<file path="src/rtl/core/wcs_pkg.sv">
// shared types, constants and codes for the wifi channel set
`timescale 1ns / 1ps

package wcs_pkg;

   localparam int FREQ_W   = 16;
   localparam int CHAN_W   = 8;
   localparam int OFFSET_W = 10;
   localparam int PROD_W   = OFFSET_W + CHAN_W;
   localparam int LOW_CHANNELS = 14;
   localparam int LOW_IDX_W    = 4;

   localparam int HIGH_BAND_CHANNELS_DEFAULT = 200;

   // frequency plan in MHz
   localparam logic [FREQ_W-1:0] FREQ_CH14       = 16'd2484;
   localparam logic [FREQ_W-1:0] FREQ_LOW_FIRST  = 16'd2412;
   localparam logic [FREQ_W-1:0] FREQ_LOW_LAST   = 16'd2472;
   localparam logic [FREQ_W-1:0] FREQ_LOW_BASE   = 16'd2407;
   localparam logic [FREQ_W-1:0] FREQ_HI5_FIRST  = 16'd5005;
   localparam logic [FREQ_W-1:0] FREQ_HI5_END    = 16'd5900;
   localparam logic [FREQ_W-1:0] FREQ_HI5_BASE   = 16'd5000;
   localparam logic [FREQ_W-1:0] FREQ_HI4_FIRST  = 16'd4905;
   localparam logic [FREQ_W-1:0] FREQ_HI4_BASE   = 16'd4000;

   localparam logic [CHAN_W-1:0] CHANNEL_14 = 8'd14;

   // x / 5 == (x * 205) >> 10 for any 10-bit x
   localparam int RECIP_5 = 205;

   localparam int MID_DEPTH = 4;
   localparam int OUT_DEPTH = 2;

   typedef enum logic [0:0] {
      KIND_ADD  = 1'b0,
      KIND_TEST = 1'b1
   } kind_type;

   typedef struct packed {
      kind_type          kind;
      logic              band;
      logic [CHAN_W-1:0] channel;
   } item_type;

   typedef struct packed {
      logic              hit;
      logic [CHAN_W-1:0] channel;
      logic              band;
   } rsp_type;

   typedef struct packed {
      logic s1_valid;
      logic s2_valid;
   } front_status_type;

endpackage

</file>
<file path="src/rtl/core/wcs_queue.sv">
// small first-in first-out queue of flat words
`timescale 1ns / 1ps

module wcs_queue #(
   parameter int WIDTH = 8,
   parameter int DEPTH = 4
) (
   input  logic                       clock,
   input  logic                       reset,
   input  logic                       push,
   input  logic [WIDTH-1:0]           push_data,
   input  logic                       pop,
   output logic [WIDTH-1:0]           pop_data,
   output logic [$clog2(DEPTH+1)-1:0] count
);

   localparam int PTR_W = $clog2(DEPTH);
   localparam int CNT_W = $clog2(DEPTH+1);

   logic [WIDTH-1:0] slot_ff [DEPTH];
   logic [PTR_W-1:0] head_ff, head_in;
   logic [PTR_W-1:0] tail_ff, tail_in;
   logic [CNT_W-1:0] count_ff, count_in;

   always_comb begin
      head_in  = pop  ? head_ff + PTR_W'(1) : head_ff;
      tail_in  = push ? tail_ff + PTR_W'(1) : tail_ff;
      count_in = count_ff + CNT_W'(push) - CNT_W'(pop);
   end

   always_ff @(posedge clock) begin
      if (reset) begin
         head_ff  <= '0;
         tail_ff  <= '0;
         count_ff <= '0;
      end else begin
         head_ff  <= head_in;
         tail_ff  <= tail_in;
         count_ff <= count_in;
      end
   end

   always_ff @(posedge clock) begin
      if (push) begin
         slot_ff[tail_ff] <= push_data;
      end
   end

   assign pop_data = slot_ff[head_ff];
   assign count    = count_ff;

endmodule

</file>
<file path="src/rtl/core/wcs_front.sv">
// front end: maps a frequency to band and channel over two stages
`timescale 1ns / 1ps

module wcs_front
   import wcs_pkg::*;
(
   input  logic              clock,
   input  logic              reset,
   input  logic              in_valid,
   input  kind_type          in_kind,
   input  logic [FREQ_W-1:0] in_freq,
   output logic              out_valid,
   output item_type          out_item,
   output front_status_type  status
);

   // stage 1: range checks and offset from band base
   logic                s1_valid_ff;
   kind_type            s1_kind_ff, s1_kind_in;
   logic                s1_ok_ff, s1_ok_in;
   logic                s1_ch14_ff, s1_ch14_in;
   logic                s1_band_ff, s1_band_in;
   logic [OFFSET_W-1:0] s1_offset_ff, s1_offset_in;

   logic              in_low, in_hi5, in_hi4;
   logic [FREQ_W-1:0] base;
   logic [FREQ_W-1:0] diff;

   always_comb begin
      in_low = (in_freq >= FREQ_LOW_FIRST) && (in_freq <= FREQ_LOW_LAST);
      in_hi5 = (in_freq >= FREQ_HI5_FIRST) && (in_freq <  FREQ_HI5_END);
      in_hi4 = (in_freq >= FREQ_HI4_FIRST) && (in_freq <  FREQ_HI5_BASE);
      if (in_hi5) begin
         base = FREQ_HI5_BASE;
      end else if (in_hi4) begin
         base = FREQ_HI4_BASE;
      end else begin
         base = FREQ_LOW_BASE;
      end
      diff         = in_freq - base;
      s1_kind_in   = in_kind;
      s1_ok_in     = in_low || in_hi5 || in_hi4;
      s1_ch14_in   = (in_freq == FREQ_CH14);
      s1_band_in   = in_hi5 || in_hi4;
      s1_offset_in = diff[OFFSET_W-1:0];
   end

   // stage 2: divide by five through the reciprocal, exact when the fraction is small
   logic         s2_valid_ff;
   item_type     s2_item_ff, s2_item_in;
   logic [PROD_W-1:0] prod;
   logic [CHAN_W-1:0] quot;
   logic              exact;
   logic              good;

   always_comb begin
      prod  = PROD_W'(s1_offset_ff) * PROD_W'(RECIP_5);
      quot  = prod[PROD_W-1:OFFSET_W];
      exact = prod[OFFSET_W-1:0] < OFFSET_W'(RECIP_5);
      good  = s1_ok_ff && exact;
      s2_item_in.kind = s1_kind_ff;
      if (s1_ch14_ff) begin
         s2_item_in.channel = CHANNEL_14;
         s2_item_in.band    = 1'b0;
      end else if (good) begin
         s2_item_in.channel = quot;
         s2_item_in.band    = s1_band_ff;
      end else begin
         s2_item_in.channel = '0;
         s2_item_in.band    = 1'b0;
      end
   end

   always_ff @(posedge clock) begin
      if (reset) begin
         s1_valid_ff <= 1'b0;
         s2_valid_ff <= 1'b0;
      end else begin
         s1_valid_ff <= in_valid;
         s2_valid_ff <= s1_valid_ff;
      end
   end

   always_ff @(posedge clock) begin
      s1_kind_ff   <= s1_kind_in;
      s1_ok_ff     <= s1_ok_in;
      s1_ch14_ff   <= s1_ch14_in;
      s1_band_ff   <= s1_band_in;
      s1_offset_ff <= s1_offset_in;
      s2_item_ff   <= s2_item_in;
   end

   assign out_valid = s2_valid_ff;
   assign out_item  = s2_item_ff;
   assign status    = '{s1_valid: s1_valid_ff, s2_valid: s2_valid_ff};

endmodule

</file>
<file path="src/rtl/core/wcs_back.sv">
// back end: holds the channel set and runs add and test against it
`timescale 1ns / 1ps

module wcs_back
   import wcs_pkg::*;
#(
   parameter int HIGH_BAND_CHANNELS = HIGH_BAND_CHANNELS_DEFAULT
) (
   input  logic     clock,
   input  logic     reset,
   input  logic     item_valid,
   input  item_type item,
   input  logic     result_room,
   output logic     fire,
   output rsp_type  result
);

   localparam int HI_IDX_W = $clog2(HIGH_BAND_CHANNELS);

   typedef enum logic [1:0] {
      ST_CLEAR,
      ST_IDLE,
      ST_LOOKUP
   } state_type;

   state_type               state_ff, state_in;
   logic [HI_IDX_W-1:0]     clear_idx_ff, clear_idx_in;
   logic [LOW_CHANNELS-1:0] low_mask_ff, low_mask_in;

   // high band store, one bit per channel, read data registered
   logic                hi_mem [HIGH_BAND_CHANNELS];
   logic                hi_rd_ff;
   logic                hi_rd_en;
   logic                hi_wr_en;
   logic [HI_IDX_W-1:0] hi_wr_idx;
   logic                hi_wr_bit;

   logic [CHAN_W-1:0]    ch_m1;
   logic [LOW_IDX_W-1:0] low_idx;
   logic [HI_IDX_W-1:0]  hi_idx;
   logic                 nonzero;
   logic                 hi_range;
   logic                 is_add;
   logic                 is_low;
   logic                 is_high;

   always_comb begin
      ch_m1    = item.channel - CHAN_W'(1);
      low_idx  = ch_m1[LOW_IDX_W-1:0];
      hi_idx   = ch_m1[HI_IDX_W-1:0];
      nonzero  = (item.channel != '0);
      hi_range = {1'b0, item.channel} <= (CHAN_W+1)'(HIGH_BAND_CHANNELS);
      is_add   = (item.kind == KIND_ADD);
      is_low   = nonzero && !item.band;
      is_high  = nonzero && item.band && hi_range;

      state_in     = state_ff;
      clear_idx_in = clear_idx_ff;
      low_mask_in  = low_mask_ff;
      fire         = 1'b0;
      hi_rd_en     = 1'b0;
      hi_wr_en     = 1'b0;
      hi_wr_idx    = hi_idx;
      hi_wr_bit    = 1'b1;

      result.channel = item.channel;
      result.band    = item.band;
      result.hit     = 1'b0;
      if (is_low) begin
         result.hit = is_add ? 1'b1 : low_mask_ff[low_idx];
      end else if (is_high) begin
         result.hit = is_add ? 1'b1 : hi_rd_ff;
      end

      case (state_ff)
         ST_CLEAR: begin
            // sweep the high band store to zero, one entry per cycle
            hi_wr_en     = 1'b1;
            hi_wr_idx    = clear_idx_ff;
            hi_wr_bit    = 1'b0;
            clear_idx_in = clear_idx_ff + HI_IDX_W'(1);
            if (clear_idx_ff == HI_IDX_W'(HIGH_BAND_CHANNELS - 1)) begin
               state_in = ST_IDLE;
            end
         end
         ST_IDLE: begin
            if (item_valid) begin
               hi_rd_en = is_high;
               state_in = ST_LOOKUP;
            end
         end
         ST_LOOKUP: begin
            // head word stays put until it fires
            if (result_room) begin
               fire     = 1'b1;
               state_in = ST_IDLE;
               if (is_add && is_low) begin
                  low_mask_in[low_idx] = 1'b1;
               end
               if (is_add && is_high) begin
                  hi_wr_en = 1'b1;
               end
            end
         end
         default: begin
            state_in = ST_CLEAR;
         end
      endcase
   end

   always_ff @(posedge clock) begin
      if (reset) begin
         state_ff     <= ST_CLEAR;
         clear_idx_ff <= '0;
         low_mask_ff  <= '0;
      end else begin
         state_ff     <= state_in;
         clear_idx_ff <= clear_idx_in;
         low_mask_ff  <= low_mask_in;
      end
   end

   always_ff @(posedge clock) begin
      if (hi_wr_en) begin
         hi_mem[hi_wr_idx] <= hi_wr_bit;
      end
      if (hi_rd_en) begin
         hi_rd_ff <= hi_mem[hi_idx];
      end
   end

endmodule

</file>
<file path="src/rtl/core/wifi_channel_set.sv">
// top level of the wifi channel set: front mapper, mid queue, set engine, result queue
`timescale 1ns / 1ps
//
//   channel   ports                                   direction   word
//   request   req_push req_full req_kind req_freq     in          kind, freq in MHz
//   response  rsp_pop rsp_empty rsp_hit rsp_channel   out         hit, channel, band
//             rsp_band
//
// the mapper takes one word per cycle while mid queue credits last
// the set engine takes one word at a time: read the bit, then answer and write once the result queue has room
// after reset the engine clears the high band store one entry per cycle,
// all HIGH_BAND_CHANNELS entries (200 by default), and takes no word until done
// full rises when the words in the mid queue and in the mapper claim every mid queue slot,
// so a stalled response side backs up into the mid queue, then into full

module wifi_channel_set
   import wcs_pkg::*;
#(
   parameter int HIGH_BAND_CHANNELS = HIGH_BAND_CHANNELS_DEFAULT
) (
   input  logic              clock,
   input  logic              reset,
   // request side
   input  logic              req_push,
   output logic              req_full,
   input  logic              req_kind,
   input  logic [FREQ_W-1:0] req_freq,
   // response side
   output logic              rsp_empty,
   input  logic              rsp_pop,
   output logic              rsp_hit,
   output logic [CHAN_W-1:0] rsp_channel,
   output logic              rsp_band
);

   localparam int MID_CNT_W = $clog2(MID_DEPTH+1);
   localparam int OUT_CNT_W = $clog2(OUT_DEPTH+1);
   localparam int ITEM_W    = $bits(item_type);
   localparam int RSP_W     = $bits(rsp_type);

   // front end and its in-flight words
   logic             accept;
   logic             front_valid;
   item_type         front_item;
   front_status_type front_status;

   // mid queue between mapper and set engine
   logic [ITEM_W-1:0]    mid_data;
   logic [MID_CNT_W-1:0] mid_count;
   logic [MID_CNT_W:0]   mid_claimed;
   item_type             mid_head;

   // set engine and result queue
   logic                 back_fire;
   rsp_type              back_result;
   logic                 out_pop;
   logic [RSP_W-1:0]     out_data;
   logic [OUT_CNT_W-1:0] out_count;
   rsp_type              out_head;
   logic                 out_room;

   // credit check: every word in the mapper already owns a mid queue slot
   assign mid_claimed = (MID_CNT_W+1)'(mid_count)
                      + (MID_CNT_W+1)'(front_status.s1_valid)
                      + (MID_CNT_W+1)'(front_status.s2_valid);
   assign req_full    = mid_claimed >= (MID_CNT_W+1)'(MID_DEPTH);
   assign accept      = req_push && !req_full;

   wcs_front u_front (
      .clock     (clock),
      .reset     (reset),
      .in_valid  (accept),
      .in_kind   (kind_type'(req_kind)),
      .in_freq   (req_freq),
      .out_valid (front_valid),
      .out_item  (front_item),
      .status    (front_status)
   );

   wcs_queue #(
      .WIDTH (ITEM_W),
      .DEPTH (MID_DEPTH)
   ) u_mid_queue (
      .clock     (clock),
      .reset     (reset),
      .push      (front_valid),
      .push_data (front_item),
      .pop       (back_fire),
      .pop_data  (mid_data),
      .count     (mid_count)
   );

   assign mid_head = item_type'(mid_data);

   // the engine may run when the result queue has a free slot or one leaves now
   assign out_pop  = rsp_pop && !rsp_empty;
   assign out_room = (out_count < OUT_CNT_W'(OUT_DEPTH)) || out_pop;

   wcs_back #(
      .HIGH_BAND_CHANNELS (HIGH_BAND_CHANNELS)
   ) u_back (
      .clock       (clock),
      .reset       (reset),
      .item_valid  (mid_count != '0),
      .item        (mid_head),
      .result_room (out_room),
      .fire        (back_fire),
      .result      (back_result)
   );

   wcs_queue #(
      .WIDTH (RSP_W),
      .DEPTH (OUT_DEPTH)
   ) u_out_queue (
      .clock     (clock),
      .reset     (reset),
      .push      (back_fire),
      .push_data (back_result),
      .pop       (out_pop),
      .pop_data  (out_data),
      .count     (out_count)
   );

   assign out_head    = rsp_type'(out_data);
   assign rsp_empty   = (out_count == '0);
   assign rsp_hit     = out_head.hit;
   assign rsp_channel = out_head.channel;
   assign rsp_band    = out_head.band;

`ifndef SYNTHESIS
   // credits never hand out more mid queue slots than exist
   a_mid_credit : assert property (@(posedge clock) disable iff (reset)
      mid_claimed <= (MID_CNT_W+1)'(MID_DEPTH))
      else $error("mid queue over-committed");

   // result queue never overfills
   a_out_bound : assert property (@(posedge clock) disable iff (reset)
      out_count <= OUT_CNT_W'(OUT_DEPTH))
      else $error("result queue overflow");

   // an unmapped frequency gives neither a hit nor the high band
   a_zero_channel : assert property (@(posedge clock) disable iff (reset)
      (!rsp_empty && rsp_channel == '0) |-> (!rsp_hit && !rsp_band))
      else $error("channel zero with hit or band set");

   // an accepted word passes the stage 1 and stage 2 registers and is pushed into the mid queue
   a_front_delay : assert property (@(posedge clock) disable iff (reset)
      accept |-> ##2 front_valid)
      else $error("mapper lost a word");
`endif

endmodule

</file>
<file path="config.mk">
export PLATFORM = sky130hd
export DESIGN_NAME = wifi_channel_set
export DESIGN_NICKNAME = d
export VERILOG_FILES = /design/src/rtl/core/wcs_pkg.sv /design/src/rtl/core/wcs_queue.sv /design/src/rtl/core/wcs_front.sv /design/src/rtl/core/wcs_back.sv /design/src/rtl/core/wifi_channel_set.sv
export SDC_FILE = /design/constraint.sdc
export NUM_CORES = 1
export LEC_CHECK = 0
export BUFFER_PORTS_ARGS = -buffer_cell sky130_fd_sc_hd__buf_2
export CAP_MARGIN = 40
export CORE_MARGIN = 2
export CORE_UTILIZATION = 50
export CTS_CLUSTER_DIAMETER = 40
export DETAILED_ROUTE_END_ITERATION = 10
export HOLD_SLACK_MARGIN = 0.05
export PLACE_DENSITY = 0.68
export SLEW_MARGIN = 15
export SYNTH_ARGS = -nofsm -noshare
export SYNTH_HDL_FRONTEND = slang
export SYNTH_SLANG_ARGS = --single-unit
</file>
<file path="constraint.sdc">
create_clock -name clock -period 5 [get_ports clock]
set_input_delay 0.5 -clock clock [delete_from_list [all_inputs] [get_ports clock]]
set_output_delay 0.5 -clock clock [all_outputs]
set_load 0.01 [all_outputs]
</file>
==> results.json <==
{
  "status": "complete, no violations",
  "multiInputGateArea_sq_um": 5960,
  "synth_area_per_cell_sq_um": 12.7,
  "start_util_pct": 50.9,
  "clk_latency_ns": 0.53,
  "dp.cells": 1612,
  "yosysWarnings": 0,
  "grt_first_pass_wirelength_mm": 51.7,
  "ys_types": 60,
  "final.period_utilization_pct": 86.3,
  "clock-root-buffer": "clkbuf_16",
  "utilization_pct": 57.5,
  "synth.net_count": 1345,
  "die_x_um": 181,
  "ys_ff_latch": 325,
  "cts.sinks": 325,
  "clockBufferDepth": 3,
  "cp.required_ns": 5.45,
  "core_area_sq_um": 30700,
  "dr.pass1.iters": 6,
  "synthArstFlopShare_pct": 0,
  "gp_congestion": 0.822,
  "finalNetCount": 1378,
  "hp-start": "req_kind",
  "synthFlopType": "edfxtp_1",
  "worst_ep_arrival_time_ns": 4.77,
  "holdBufCountCts": 0,
  "drive_gt1_share_pct": 15.4,
  "antenna_left": 0,
  "cts.repair.resized": 0,
  "grt_max_degree": 107,
  "crit_start": "u_front.s1_offset_ff[5]$_DFF_P_",
  "maxCapViolations": 0,
  "dieArea_sq_um": 32700,
  "p_per_area_nw_per_um2": 416,
  "ys_seq_area_share_pct": 58.4,
  "placementRows": 64,
  "area_growth_pct": 12.9,
  "max_clock_freq_mhz": 232,
  "wire_per_inst_um": 19.0,
  "crit_path_max_fanout": 3,
  "m1WireLength_mm": 13.9,
  "path_class": "flop to flop",
  "clkTransAtPathRegs_ns": 0.06,
  "dp_hpwl_mm": 19.9,
  "drc": 0,
  "timing.rr.start": "u_front.s1_offset_ff[5]$_DFF_P_",
  "finalWorstPathRequiredPeriod_ns": 4.31,
  "finalPower_mw": 7.33,
  "slew_headroom_pct": 44.6,
  "synth_area_sq_um": 15600,
  "ir_drop_v": 0.000274,
  "startpoint_type": "flop",
  "vias": 9438,
  "layout.cells.non_filler": 1693,
  "track_usage_pct": 20.0,
  "rsz0062_at_grt": "false",
  "setup_viol": 0,
  "wl_met3_mm": 1.66,
  "antenna_found_initial": 0,
  "overflow": 0,
  "worst_slack_ns": 0.686,
  "synth_edf_count": 261,
  "synth_area_leaders": "edfxtp_1 50%, mux4_2 8.8%, dfxtp_1 8.2%, nor2_1 6.6%, ha_1 5.9%",
  "numCtsBuffers": 44,
  "clock_skew_ns": 0.0120,
  "vias_per_cell": 5.57,
  "dieHeight_um": 181,
  "antenna_cells": 0,
  "syn_inst": 1230,
  "yosys.area.top_type": "edfxtp_1",
  "htree_levels": 2,
  "setup-tns-final_ns": 0,
  "hold_viol": 0,
  "min_path_type": "primary input to flop",
  "worst_pin_slew_ns": 0.829,
  "cts_setup_buffers": 0,
  "ios": 33,
  "first_iter_violations": 723,
  "n_fill_cell": 2453,
  "setup.worst_path.end_class": "flop",
  "slew_viol_final": 0,
  "maxUsedRoutingLayer": "met4",
  "routed_wl_mm": 32.1,
  "grt_pass1_vias": 9569,
  "port_buffers": 32,
  "p_leak_nw": 6.87,
  "cts_tree": "built",
  "seq_area_sq_um": 9120,
  "dr_wl_met2_mm": 15.9,
  "yosysTopAreaCellShare_pct": 50.2,
  "pre_cts_slack_ns": 0.745
}
[critical path, cell delays in order (launching register included)]
cell      delay, ns
dfxtp_1        0.33
ha_1           0.33
inv_1          0.07
fa_1           0.53
inv_1          0.05
fa_1           0.52
inv_1          0.05
fa_1           0.53
inv_1          0.04
ha_1           0.31
a21boi_0       0.14
o21ai_0        0.24
a21oi_1        0.12
o21ai_0        0.21
a21oi_1        0.14
o41ai_1        0.39
mux2i_1        0.23
[routing by layer]
layer,track usage [%],up-vias
li1,-,4449
met1,26.7,4710
met2,33.9,227
met3,3.67,52
met4,5.35,0
met5,0,-
[layout make-up]
class | instances | share of cell area [%]
repair buffers | 49 | 2.03
clock buffers | 48 | 6.45
multi-input cells | 773 | 33.8
flip-flops and latches | 325 | 51.7
inverters | 70 | 1.50
well taps | 396 | 2.81
clock inverters | 32 | 1.70
[stage by stage]
step / instance area [sq um] / hold WS [ns]
3_3_place_gp: 16100 / 0.339
6_report: 17600 / 0.0747
3_5_place_dp: 16200 / 0.339
5_1_grt: 17600 / 0.0634
4_1_cts: 17600 / 0.0566
2_1_floorplan: 15600 / 0.310
[power breakdown]
part | switching [mW] | internal [mW]
logic | 0.747 | 0.621
clock network | 1.19 | 1.83
registers | 0.0282 | 2.92
[flip-flops by register name, summed over array words and instances (netlist names), 2 cells and up, named ones only]
name,flops
u_back.clear_idx_ff,8
u_back.hi_mem,200
u_back.low_mask_ff,14
u_back.state_ff,2
u_front.out_item,10
u_front.s1_offset_ff,10
u_mid_queue.count,3
u_mid_queue.head_ff,2
u_mid_queue.slot_ff,40
u_mid_queue.tail_ff,2
u_out_queue.count,2
u_out_queue.slot_ff,20
[synth_stat cells, drive strengths merged, types with 3 or more instances]
cell type / instances
nand3: 19
xor2: 16
o21a: 3
a31oi: 17
dfxtp: 64
nand2b: 4
and2: 11
a21o: 4
fa: 20
mux2: 13
nand2: 84
a21boi: 4
or3: 4
nor2b: 18
mux4: 63
mux2i: 12
o211ai: 6
o21ai: 16
nor2: 273
inv: 69
edfxtp: 261
o31ai: 3
and3: 12
xnor2: 26
nor3: 16
buf: 35
ha: 74
clkbuf: 27
a21oi: 26
[cells by family after synthesis]
kind of cell               count (synthesis)  synth area share, %
AOI/OAI and AO/OA                         96                 3.94
DFF                                      325                 58.4
muxes                                     88                 10.8
and+or+nand+nor                          453                 12.3
buffers and inverters                    132                 3.61
adders and majority gates                 94                 8.49
xor gates and xnor gates                  42                 2.40
[cells in the final DEF (no fill, tap or decap), types with 4 or more instances in the layout]
cell type,n
a21boi_0,4
a21o_1,4
a21oi_1,26
a31oi_1,17
and2_1,10
and3_1,12
buf_12,4
buf_2,32
buf_4,12
clkbuf_16,45
clkinv_1,8
clkinvlp_4,4
dfxtp_1,64
edfxtp_1,261
fa_1,20
ha_1,73
inv_1,69
inv_6,8
mux2_2,13
mux2i_1,12
mux4_2,60
nand2_1,84
nand2b_1,4
nand3_1,19
nor2_1,273
nor2b_1,18
nor3_1,14
o211ai_1,6
o21ai_0,15
or3_1,4
xnor2_1,25
xor2_1,15
[final timing paths]
kind,to,slack (ns),cells past startpoint
worst max-delay path,u_front.out_item[6]$_SDFF_PP0_,0.69,16
worst min register to register,u_front.out_item[9]$_DFF_P_,0.34,0
worst min-delay path,u_front.s1_kind_ff$_DFF_P_,0.07,1
worst max register to register,u_front.out_item[6]$_SDFF_PP0_,0.69,16
No activity file was read; power rests on OpenSTA's default activity.
